$ cat src/slt_pkg.sv
package slt_pkg;

	localparam int POS_BITS    = 16;
	localparam int KW_SLOTS    = 7;
	localparam int KW_CHARS    = 8;
	localparam int KW_BITS     = 8 * KW_CHARS;
	localparam int KW_IDX_BITS = 3;
	localparam int MAX_RES     = 3;
	localparam int RES_CNT_BITS = $clog2(MAX_RES + 1);

	typedef logic [POS_BITS-1:0] pos_t;
	localparam pos_t POS_MAX = '1;

	typedef enum logic [4:0] {
		K_LBRACE  = 5'd0,
		K_RBRACE  = 5'd1,
		K_LPAREN  = 5'd2,
		K_RPAREN  = 5'd3,
		K_COMMA   = 5'd4,
		K_SEMI    = 5'd5,
		K_ASSIGN  = 5'd6,
		K_EQEQ    = 5'd7,
		K_GT      = 5'd8,
		K_LT      = 5'd9,
		K_PLUS    = 5'd10,
		K_MINUS   = 5'd11,
		K_SLASH   = 5'd12,
		K_STAR    = 5'd13,
		K_NOT     = 5'd14,
		K_NEQ     = 5'd15,
		K_INT     = 5'd16,
		K_IDENT   = 5'd17,
		K_KEYWORD = 5'd18,
		K_END     = 5'd19,
		K_ILLEGAL = 5'd20,
		K_BADNUM  = 5'd21
	} kind_t;

	localparam logic [7:0] CH_LBRACE = 8'h7B;
	localparam logic [7:0] CH_RBRACE = 8'h7D;
	localparam logic [7:0] CH_LPAREN = 8'h28;
	localparam logic [7:0] CH_RPAREN = 8'h29;
	localparam logic [7:0] CH_COMMA  = 8'h2C;
	localparam logic [7:0] CH_SEMI   = 8'h3B;
	localparam logic [7:0] CH_EQ     = 8'h3D;
	localparam logic [7:0] CH_BANG   = 8'h21;
	localparam logic [7:0] CH_GT     = 8'h3E;
	localparam logic [7:0] CH_LT     = 8'h3C;
	localparam logic [7:0] CH_PLUS   = 8'h2B;
	localparam logic [7:0] CH_MINUS  = 8'h2D;
	localparam logic [7:0] CH_SLASH  = 8'h2F;
	localparam logic [7:0] CH_STAR   = 8'h2A;
	localparam logic [7:0] CH_SPACE  = 8'h20;
	localparam logic [7:0] CH_TAB    = 8'h09;
	localparam logic [7:0] CH_NL     = 8'h0A;
	localparam logic [7:0] CH_0      = 8'h30;
	localparam logic [7:0] CH_9      = 8'h39;
	localparam logic [7:0] CH_UA     = 8'h41;
	localparam logic [7:0] CH_UZ     = 8'h5A;
	localparam logic [7:0] CH_LA     = 8'h61;
	localparam logic [7:0] CH_LZ     = 8'h7A;

	typedef struct packed {
		logic [7:0] code;
		logic       has_char;
		logic       line_end;
	} item_t;

	typedef struct packed {
		kind_t                  kind;
		pos_t                   start;
		pos_t                   length;
		logic [KW_IDX_BITS-1:0] kw;
	} tok_t;

	// all tokens caused by one character, in order
	typedef struct packed {
		logic [RES_CNT_BITS-1:0] count;
		tok_t [MAX_RES-1:0]      tok;
	} res_t;

	typedef struct packed {
		pos_t line_pos;
		logic idle;
	} lex_status_t;

endpackage

$ cat src/slt_lex.sv
module slt_lex import slt_pkg::*; (
	input  logic               clk,
	input  logic               arst_n,
	input  item_t              item,
	input  logic               fire,
	input  logic [KW_BITS-1:0] kw [KW_SLOTS],
	output res_t               res,
	output lex_status_t        status
);

	typedef enum logic [5:0] {
		M_IDLE = 6'b000001,
		M_INT  = 6'b000010,
		M_WORD = 6'b000100,
		M_EQ   = 6'b001000,
		M_BANG = 6'b010000,
		M_DROP = 6'b100000
	} mode_t;

	typedef struct packed {
		logic vld;
		tok_t tok;
	} opt_tok_t;

	localparam int BYTE_SEL = $clog2(KW_CHARS);

	function automatic logic is_digit(input logic [7:0] c);
		return (c >= CH_0) && (c <= CH_9);
	endfunction

	function automatic logic is_letter(input logic [7:0] c);
		return ((c >= CH_UA) && (c <= CH_UZ)) || ((c >= CH_LA) && (c <= CH_LZ));
	endfunction

	function automatic pos_t sat_inc(input pos_t v);
		return (v == POS_MAX) ? v : v + pos_t'(1);
	endfunction

	function automatic tok_t mk_tok(input kind_t k, input pos_t s, input pos_t l,
			input logic [KW_IDX_BITS-1:0] i);
		tok_t t;
		t.kind   = k;
		t.start  = s;
		t.length = l;
		t.kw     = i;
		return t;
	endfunction

	// {hit, slot}; lowest matching slot wins, zero slots never match
	function automatic logic [KW_IDX_BITS:0] kw_find(input logic [KW_BITS-1:0] w,
			input logic [KW_BITS-1:0] slots [KW_SLOTS]);
		logic [KW_IDX_BITS:0] found;
		found = '0;
		for (int s = KW_SLOTS - 1; s >= 0; s--) begin
			if (slots[s] != '0 && slots[s] == w) begin
				found = {1'b1, KW_IDX_BITS'(s)};
			end
		end
		return found;
	endfunction

	function automatic opt_tok_t single_tok(input logic [7:0] c, input pos_t p);
		opt_tok_t o;
		o     = '0;
		o.vld = 1'b1;
		case (c)
			CH_LBRACE: o.tok = mk_tok(K_LBRACE, p, pos_t'(1), '0);
			CH_RBRACE: o.tok = mk_tok(K_RBRACE, p, pos_t'(1), '0);
			CH_LPAREN: o.tok = mk_tok(K_LPAREN, p, pos_t'(1), '0);
			CH_RPAREN: o.tok = mk_tok(K_RPAREN, p, pos_t'(1), '0);
			CH_COMMA:  o.tok = mk_tok(K_COMMA,  p, pos_t'(1), '0);
			CH_SEMI:   o.tok = mk_tok(K_SEMI,   p, pos_t'(1), '0);
			CH_GT:     o.tok = mk_tok(K_GT,     p, pos_t'(1), '0);
			CH_LT:     o.tok = mk_tok(K_LT,     p, pos_t'(1), '0);
			CH_PLUS:   o.tok = mk_tok(K_PLUS,   p, pos_t'(1), '0);
			CH_MINUS:  o.tok = mk_tok(K_MINUS,  p, pos_t'(1), '0);
			CH_SLASH:  o.tok = mk_tok(K_SLASH,  p, pos_t'(1), '0);
			CH_STAR:   o.tok = mk_tok(K_STAR,   p, pos_t'(1), '0);
			default:   o.vld = 1'b0;
		endcase
		return o;
	endfunction

	// close out whatever token is pending in mode m
	function automatic opt_tok_t flush_tok(input mode_t m, input pos_t s, input pos_t l,
			input logic [KW_IDX_BITS:0] hit);
		opt_tok_t o;
		o     = '0;
		o.vld = 1'b1;
		unique case (m)
			M_INT:   o.tok = mk_tok(K_INT, s, l, '0);
			M_WORD: begin
				if (l <= pos_t'(KW_CHARS) && hit[KW_IDX_BITS]) begin
					o.tok = mk_tok(K_KEYWORD, s, l, hit[KW_IDX_BITS-1:0]);
				end else begin
					o.tok = mk_tok(K_IDENT, s, l, '0);
				end
			end
			M_EQ:    o.tok = mk_tok(K_ASSIGN, s, pos_t'(1), '0);
			M_BANG:  o.tok = mk_tok(K_NOT, s, pos_t'(1), '0);
			default: o.vld = 1'b0;
		endcase
		return o;
	endfunction

	mode_t              mode_q, mode_i, mode_n;
	pos_t               lp_q, lp_i, lp_n;
	pos_t               ps_q, ps_i, ps_n;
	pos_t               pl_q, pl_i, pl_n;
	logic [KW_BITS-1:0] wb_q, wb_i, wb_n;
	logic [KW_IDX_BITS:0] kw_cur, kw_new;
	logic [RES_CNT_BITS-1:0] nres;
	logic               do_flush, do_fresh;
	logic [7:0]         c;
	opt_tok_t           st, fl, fl_end;

	assign c      = item.code;
	assign kw_cur = kw_find(wb_q, kw);
	assign kw_new = kw_find(wb_i, kw);
	assign st     = single_tok(c, lp_q);
	assign fl     = flush_tok(mode_q, ps_q, pl_q, kw_cur);
	assign fl_end = flush_tok(mode_i, ps_i, pl_i, kw_new);

	always_comb begin
		res      = '0;
		nres     = '0;
		mode_i   = mode_q;
		lp_i     = lp_q;
		ps_i     = ps_q;
		pl_i     = pl_q;
		wb_i     = wb_q;
		do_flush = 1'b0;
		do_fresh = 1'b0;

		if (item.has_char) begin
			unique case (mode_q) inside
				M_DROP: begin
				end
				M_INT: begin
					if (is_digit(c)) begin
						pl_i = sat_inc(pl_q);
					end else if (is_letter(c)) begin
						res.tok[nres] = mk_tok(K_BADNUM, ps_q, sat_inc(pl_q), '0);
						nres          = nres + 1'b1;
						mode_i        = M_DROP;
					end else begin
						do_flush = 1'b1;
					end
				end
				M_WORD: begin
					if (is_letter(c)) begin
						if (pl_q < pos_t'(KW_CHARS)) begin
							wb_i[8*pl_q[BYTE_SEL-1:0] +: 8] = wb_q[8*pl_q[BYTE_SEL-1:0] +: 8] | c;
						end
						pl_i = sat_inc(pl_q);
					end else begin
						do_flush = 1'b1;
					end
				end
				M_EQ, M_BANG: begin
					if (c == CH_EQ) begin
						res.tok[nres] = mk_tok((mode_q == M_EQ) ? K_EQEQ : K_NEQ, ps_q,
							pos_t'(2), '0);
						nres          = nres + 1'b1;
						mode_i        = M_IDLE;
					end else begin
						do_flush = 1'b1;
					end
				end
				default: do_fresh = 1'b1;
			endcase

			if (do_flush) begin
				if (fl.vld) begin
					res.tok[nres] = fl.tok;
					nres          = nres + 1'b1;
				end
				do_fresh = 1'b1;
			end

			// start a new lexeme at the current position
			if (do_fresh) begin
				mode_i = M_IDLE;
				if (st.vld) begin
					res.tok[nres] = st.tok;
					nres          = nres + 1'b1;
				end else if (c == CH_EQ || c == CH_BANG) begin
					mode_i = (c == CH_EQ) ? M_EQ : M_BANG;
					ps_i   = lp_q;
					pl_i   = pos_t'(1);
				end else if (c == CH_SPACE || c == CH_TAB || c == CH_NL) begin
				end else if (is_digit(c)) begin
					mode_i = M_INT;
					ps_i   = lp_q;
					pl_i   = pos_t'(1);
				end else if (is_letter(c)) begin
					mode_i = M_WORD;
					ps_i   = lp_q;
					pl_i   = pos_t'(1);
					wb_i   = KW_BITS'(c);
				end else begin
					res.tok[nres] = mk_tok(K_ILLEGAL, lp_q, pos_t'(1), '0);
					nres          = nres + 1'b1;
					mode_i        = M_DROP;
				end
			end

			lp_i = sat_inc(lp_q);
		end

		mode_n = mode_i;
		lp_n   = lp_i;
		ps_n   = ps_i;
		pl_n   = pl_i;
		wb_n   = wb_i;

		if (item.line_end) begin
			if (mode_i != M_DROP) begin
				if (fl_end.vld) begin
					res.tok[nres] = fl_end.tok;
					nres          = nres + 1'b1;
				end
				res.tok[nres] = mk_tok(K_END, lp_i, '0, '0);
				nres          = nres + 1'b1;
			end
			mode_n = M_IDLE;
			lp_n   = '0;
			ps_n   = '0;
			pl_n   = '0;
			wb_n   = '0;
		end

		res.count = nres;
	end

	always_ff @(posedge clk or negedge arst_n) begin
		if (!arst_n) begin
			mode_q <= M_IDLE;
			lp_q   <= '0;
			ps_q   <= '0;
			pl_q   <= '0;
			wb_q   <= '0;
		end else if (fire) begin
			mode_q <= mode_n;
			lp_q   <= lp_n;
			ps_q   <= ps_n;
			pl_q   <= pl_n;
			wb_q   <= wb_n;
		end
	end

	assign status.line_pos = lp_q;
	assign status.idle     = (mode_q == M_IDLE);

endmodule

$ cat src/slt_outq.sv
module slt_outq import slt_pkg::*; (
	input  logic clk,
	input  logic arst_n,
	input  logic push,
	input  res_t push_res,
	output logic can_push,
	output tok_t out_tok,
	output logic out_last,
	output logic out_valid,
	input  logic out_ready
);

	res_t                    ent_q [2];
	logic                    rd_q, wr_q;
	logic [1:0]              cnt_q;
	logic [RES_CNT_BITS-1:0] sub_q;
	res_t                    head;
	logic                    pop_res, pop_ent;

	assign head      = ent_q[rd_q];
	assign out_valid = (cnt_q != 2'd0);
	assign out_tok   = head.tok[sub_q];
	assign out_last  = (sub_q == head.count - 1'b1);
	assign pop_res   = out_valid && out_ready;
	assign pop_ent   = pop_res && out_last;
	assign can_push  = (cnt_q != 2'd2) || pop_ent;

	always_ff @(posedge clk) begin
		if (push) begin
			ent_q[wr_q] <= push_res;
		end
	end

	always_ff @(posedge clk or negedge arst_n) begin
		if (!arst_n) begin
			rd_q  <= 1'b0;
			wr_q  <= 1'b0;
			cnt_q <= '0;
			sub_q <= '0;
		end else begin
			wr_q  <= wr_q ^ push;
			rd_q  <= rd_q ^ pop_ent;
			cnt_q <= cnt_q + {1'b0, push} - {1'b0, pop_ent};
			if (pop_ent) begin
				sub_q <= '0;
			end else if (pop_res) begin
				sub_q <= sub_q + 1'b1;
			end
		end
	end

endmodule

$ cat src/source_line_tokenizer.sv
// Path: a transferred character first waits in the input register; when the lexer fires,
//   its tokens are written into the output queue, and from there reach the token port.
// Throughput: one character per cycle while each character gives at most one token and
//   token_ready stays high; a character's tokens leave the token port one per transfer.
// Reset: arst_n clears the keyword slots, the scan state and all valid flags at once;
//   char_ready is already high when reset is released.
module source_line_tokenizer import slt_pkg::*; (
	input  logic                   clk,
	input  logic                   arst_n,
	input  logic                   cfg_write,
	input  logic [KW_IDX_BITS-1:0] cfg_index,
	input  logic [KW_BITS-1:0]     cfg_data,
	input  logic                   char_valid,
	output logic                   char_ready,
	input  logic [7:0]             char_code,
	input  logic                   has_char,
	input  logic                   line_end,
	output logic                   token_valid,
	input  logic                   token_ready,
	output logic [4:0]             token_kind,
	output pos_t                   token_start,
	output pos_t                   token_length,
	output logic [KW_IDX_BITS-1:0] keyword_index,
	output logic                   last_of_item
);

	// Keyword slots: one 64-bit register each, written by index. An index past the
	// last slot matches no register and is dropped.
	logic [KW_BITS-1:0] kw_q [KW_SLOTS];

	always_ff @(posedge clk or negedge arst_n) begin
		if (!arst_n) begin
			for (int s = 0; s < KW_SLOTS; s++) begin
				kw_q[s] <= '0;
			end
		end else begin
			for (int s = 0; s < KW_SLOTS; s++) begin
				if (cfg_write && cfg_index == KW_IDX_BITS'(s)) begin
					kw_q[s] <= cfg_data;
				end
			end
		end
	end

	// Input register: one character waits here while the lexer decides on it.
	item_t       item_s1;
	logic        valid_s1;
	logic        fire;
	logic        push;
	logic        can_push;
	res_t        res;
	lex_status_t status;
	tok_t        q_tok;

	// Advance the lexer when the character in the input register can hand all of
	// its tokens to the output queue in one go. A character that makes no token
	// never waits for queue space.
	assign fire       = valid_s1 && ((res.count == '0) || can_push);
	assign push       = fire && (res.count != '0);
	assign char_ready = !valid_s1 || fire;

	always_ff @(posedge clk) begin
		if (char_ready) begin
			item_s1 <= '{code: char_code, has_char: has_char, line_end: line_end};
		end
	end

	always_ff @(posedge clk or negedge arst_n) begin
		if (!arst_n) begin
			valid_s1 <= 1'b0;
		end else if (char_ready) begin
			valid_s1 <= char_valid;
		end
	end

	// Lexer: scan mode, line position and the pending lexeme; produces up to three
	// tokens per character (pending token, the character's own token, end of line).
	slt_lex u_lex (
		.clk    (clk),
		.arst_n (arst_n),
		.item   (item_s1),
		.fire   (fire),
		.kw     (kw_q),
		.res    (res),
		.status (status)
	);

	// Output queue: two entries of one character's tokens each, drained one token
	// per transfer. The second entry lets the next character land while the last
	// token of the previous one still waits on token_ready.
	slt_outq u_outq (
		.clk       (clk),
		.arst_n    (arst_n),
		.push      (push),
		.push_res  (res),
		.can_push  (can_push),
		.out_tok   (q_tok),
		.out_last  (last_of_item),
		.out_valid (token_valid),
		.out_ready (token_ready)
	);

	assign token_kind    = q_tok.kind;
	assign token_start   = q_tok.start;
	assign token_length  = q_tok.length;
	assign keyword_index = q_tok.kw;

`ifndef SYNTHESIS
	// hold the buffered character while the queue has no room for its tokens
	a_hold_s1: assert property (@(posedge clk) disable iff (!arst_n)
		valid_s1 && !fire |=> valid_s1 && $stable(item_s1))
		else $error("input register changed while stalled");

	// a line end always leaves the lexer at the start of a fresh line
	a_line_reset: assert property (@(posedge clk) disable iff (!arst_n)
		fire && item_s1.line_end |=> status.line_pos == '0 && status.idle)
		else $error("lexer state not cleared after line end");

	// the end token closes its character's group of tokens
	a_end_last: assert property (@(posedge clk) disable iff (!arst_n)
		token_valid && token_kind == K_END |-> last_of_item)
		else $error("end token not last of its character");
`endif

endmodule

$ cat config.mk
export PLATFORM = sky130hd
export DESIGN_NAME = source_line_tokenizer
export DESIGN_NICKNAME = d
export VERILOG_FILES = /design/src/slt_pkg.sv /design/src/slt_lex.sv /design/src/slt_outq.sv /design/src/source_line_tokenizer.sv
export SDC_FILE = /design/constraint.sdc
export NUM_CORES = 2
export LEC_CHECK = 0
export CORE_AREA = 2 2 300 302
export DETAILED_ROUTE_END_ITERATION = 8
export DIE_AREA = 0 0 302 304
export DONT_BUFFER_PORTS = 1
export PLACE_DENSITY = 0.75
export REMOVE_ABC_BUFFERS = 1
export SLEW_MARGIN = 25
export SYNTH_ARGS = -nofsm -noshare
export SYNTH_HDL_FRONTEND = slang
export SYNTH_HIERARCHICAL = 1
export SYNTH_SLANG_ARGS = --single-unit
$ cat constraint.sdc
create_clock -name clk -period 20.7 [get_ports clk]
set_clock_uncertainty 0.1 [all_clocks]
set_input_delay 4.14 -clock clk [delete_from_list [all_inputs] [get_ports clk]]
set_output_delay 4.14 -clock clk [all_outputs]
set_load 0.1 [all_outputs]
==> impl_metrics.ini, run 1 <==
[clock_tree]
clock_path_buffers = 3
count_of_cells_resized_by_post_cts_repair = 0
cts_root_buf = clkbuf_16
postCtsSetupRepairBufs = 0
clock_sinks = 827
ctsHoldBuffers = 0
cts.htree.levels = 3
tritoncts_buffer_count = 87

[floorplan]
starting_density_of_the_core_pct = 59.05
die_h_um = 304
dieWidth_um = 302
design.portCount = 125
placementRows = 110

[placement]
dp_hpwl_mm = 222.6
globalplace.congestion = 1.311
port-buffer-count = 0
placed_cells = 5977
placedInstanceArea_mm2 = 0.05444

[outcome]
lastStage = global routing
toolErrorMsg = [ERROR GRT-0116] Global routing finished with congestion. Check the congestion regions in the DRC Viewer.
status = did not finish

[global_route]
pin_count_of_the_biggest_net_entering_global_routing = 574
first_global_vias = 52750
grt_first_pass_wirelength_mm = 454.0
groute.usage.overall_pct = 71.88
globalRouteOverflowTotal = 154

[yosys]
synthesis.area_mm2 = 0.05258
average_cell_area_after_synthesis_um2 = 10.74
postSynthCellCount = 4897
ys_warn_count = 6
-- metrics by stage --
step	util [%]	worst slack, ns
floorplan	-	8.270
global placement	61.01	9.612
detailed placement	61.14	9.435
CTS	64.56	8.654
-- metal layers --
metal,track usage (%),overflow
met3,51.34,1
met1,76.77,0
met5,20.58,0
met2,89.49,77
met4,66.30,76
==> inputs of run 2 (changes only) <==
--- a/config.mk
+++ b/config.mk
@@ -5,11 +5,11 @@
 export SDC_FILE = /design/constraint.sdc
 export NUM_CORES = 2
 export LEC_CHECK = 0
-export CORE_AREA = 2 2 300 302
+export CORE_AREA = 2 2 366 368
 export DETAILED_ROUTE_END_ITERATION = 8
-export DIE_AREA = 0 0 302 304
+export DIE_AREA = 0 0 368 370
 export DONT_BUFFER_PORTS = 1
-export PLACE_DENSITY = 0.75
+export PLACE_DENSITY_LB_ADDON = 0.15
 export REMOVE_ABC_BUFFERS = 1
 export SLEW_MARGIN = 25
 export SYNTH_ARGS = -nofsm -noshare
==> run 2 against run 1 <==
  * The flow now finishes, with violations (max-slew violations)
  * Area after synthesis unchanged
  * Synthesized cell count unchanged
==> impl_metrics.ini, run 2 <==
[clock_tree]
ctsHoldBuffers = 0
count_of_cells_resized_by_post_cts_repair = 0
clkLatencyLatePin_ns = 0.75
cts_tree = built
clock_path_buffers = 3
postCtsSetupRepairBufs = 0
cts.htree.levels = 3
path_clk_slew_ns = 0.06
tritoncts_buffer_count = 93
cts_root_buf = clkbuf_16
clock_sinks = 827

[detailed_routing]
route.final.wire_length_mm = 362.6
routed-via-count = 49810
initialDrtViolationCount = 7928
drt_drc_violations_left = 0
routed_wire_length_per_instance_um = 52.73
dr.pass1.iters = 7
drtAntennaViolNets = 0
detail_route.vias_per_cell = 7.241

[sta]
post-route-min-period_ns = 11.68
rsz_0062_raised_after_global_routing = no
final-max-slew-violation-count = 176
totalNegativeSetupSlack_ns = 0
timing.final.setup_violations = 0
max_freq_ghz = 0.08560
report.final.hold_viol_count = 0
worst_pin_slew_ns = 1.925
relSlewSlack_pct = -28.33
fin_hold_ws_ns = 0.4111
final.setup.worst_slack_ns = 9.018
final_min_period_over_clock_period_pct = 56.43

[yosys]
postSynthCellCount = 4897
synthesis.area_mm2 = 0.05258
average_cell_area_after_synthesis_um2 = 10.74
ys_warn_count = 6

[hold_path]
worst_hold_path_type = flip-flop to flip-flop
hold-path-endpoint = kw_q[88]
hold-path-cell-count = 1
min_from = kw_q[88]

[placement]
dp_hpwl_mm = 267.8
placed_cells = 6653
pre_cts_ws_ns = 10.00
port-buffer-count = 0
globalplace.congestion = 1.159

[power]
p_per_area_mw_per_mm2 = 141.7
p_leak_nw = 22.83
worst_ir_drop_vdd_mv = 0.07999

[layout]
multi_input_comb_area_mm2 = 0.02881
biggestRegsByFlops = kw_q (448), u_outq/ent_q (244), u_lex/wb_q (64)
register_area_mm2 = 0.02199
final_nets = 5091
layout.cells.most_common_list = dfrtp_1 (560), xnor2_1 (379), xor2_1 (358)
largest-register = kw_q
fillCellCount = 12650
post_layout_nonfiller_instances = 6878
final_layout_size_suffix_gt1_share_pct = 22.54
area_delta_synth_final_pct = 12.95
most_common_library_cell_in_the_layout_ignoring_fill_and_taps = dfrtp_1
largest_register_ffs = 448

[worst_setup_path]
critical_path.startpoint_type = flip-flop
crit_type = flip-flop to output port
required_ns = 16.46
worst-endpoint-arrival_ns = 7.44
reg2reg_setup_slack_ns = 11.93
worst_setup_path_end_kind = output port
worst_r2r_path_depth = 17
reg2reg_to = u_outq/ent_q[0][14]
worstPathMaxFanout = 20
critical_path.reg2reg.startpoint = item_s1[8]

[outcome]
status = finished with violations
failed_checks = max-slew violations

[floorplan]
placeableCoreArea_mm2 = 0.1325
placementRows = 134
die_area_mm2 = 0.1362
die_h_um = 370
design.portCount = 125
starting_density_of_the_core_pct = 39.70
dieWidth_um = 368

[global_route]
globalRouteMet2Util_pct = 75.84
grt_util_met3_pct = 22.47
grt_first_pass_wirelength_mm = 471.8
groute.usage.overall_pct = 52.78
globalRouteOverflowTotal = 0
antenna_violations_before_repair = 63
pin_count_of_the_biggest_net_entering_global_routing = 574
first_global_vias = 46840
globalRoute.busiestLayer = met2
gr-usage-met1_pct = 57.44

[flow_run]
max-cap-violations = 0
run 2: worst max-delay path by stage:
stage,start,end,slack [ns],cells after the start
final,item_s1[8],char_ready,9.02,16
after global routing,item_s1[8],char_ready,8.67,16
after CTS,item_s1[8],char_ready,9.23,16
after detailed placement,item_s1[8],char_ready,10.00,16
after global placement,item_s1[8],char_ready,10.14,16
after floorplan,item_s1[2],u_lex/mode_q[0],8.27,20
run 2: per-layer routing:
metal / vias up / wire length (um)
li1: 18640 / -
met1: 25230 / 124000
met2: 4164 / 151200
met3: 1746 / 41760
met4: 26 / 45220
met5: - / 495
run 2: final cells by class:
type	count	share of cell area, %
repair buffers	316	4.076
clock buffers	124	4.333
well taps	1768	3.725
clock inverters	45	0.8848
multi-input cells	3553	48.51
inverters	197	1.245
flip-flops and latches	827	37.02
diodes	48	0.2022
run 2: critical path: stages (launching register included):
cell and delay, ns:
edfxtp_1 0.57, nor3b_2 0.47, nand3_1 0.22, a21oi_2 0.87
o211ai_2 0.61, o21ai_0 0.49, a22oi_1 0.21, xnor2_1 0.21
or4_1 0.82, nand2_1 0.45, nor2_1 0.08, a21oi_1 0.25
ha_1 0.29, o21ai_0 0.52, o21ba_2 0.30, nand2_1 0.06
buf_4 0.27
run 2: stage by stage:
stage | instance area, um^2 | utilization (%) | total power, W
after global routing | 59300 | 44.77 | 0.008481
after CTS | 59050 | 44.58 | 0.008117
after floorplan | 50780 | - | 0.004625
after global placement | 55800 | 42.13 | 0.006360
final | 59390 | 44.84 | 0.008414
after detailed placement | 55950 | 42.24 | 0.006409
run 2: power breakdown:
part / total, W / switching [W] / internal, W
clock: 0.00171 / 0.000753 / 0.000960
combinational: 0.00385 / 0.00272 / 0.00112
sequential: 0.00286 / 0.000745 / 0.00211
total: 0.00841 / 0.00422 / 0.00419
No activity file was read; power rests on OpenSTA's default activity.
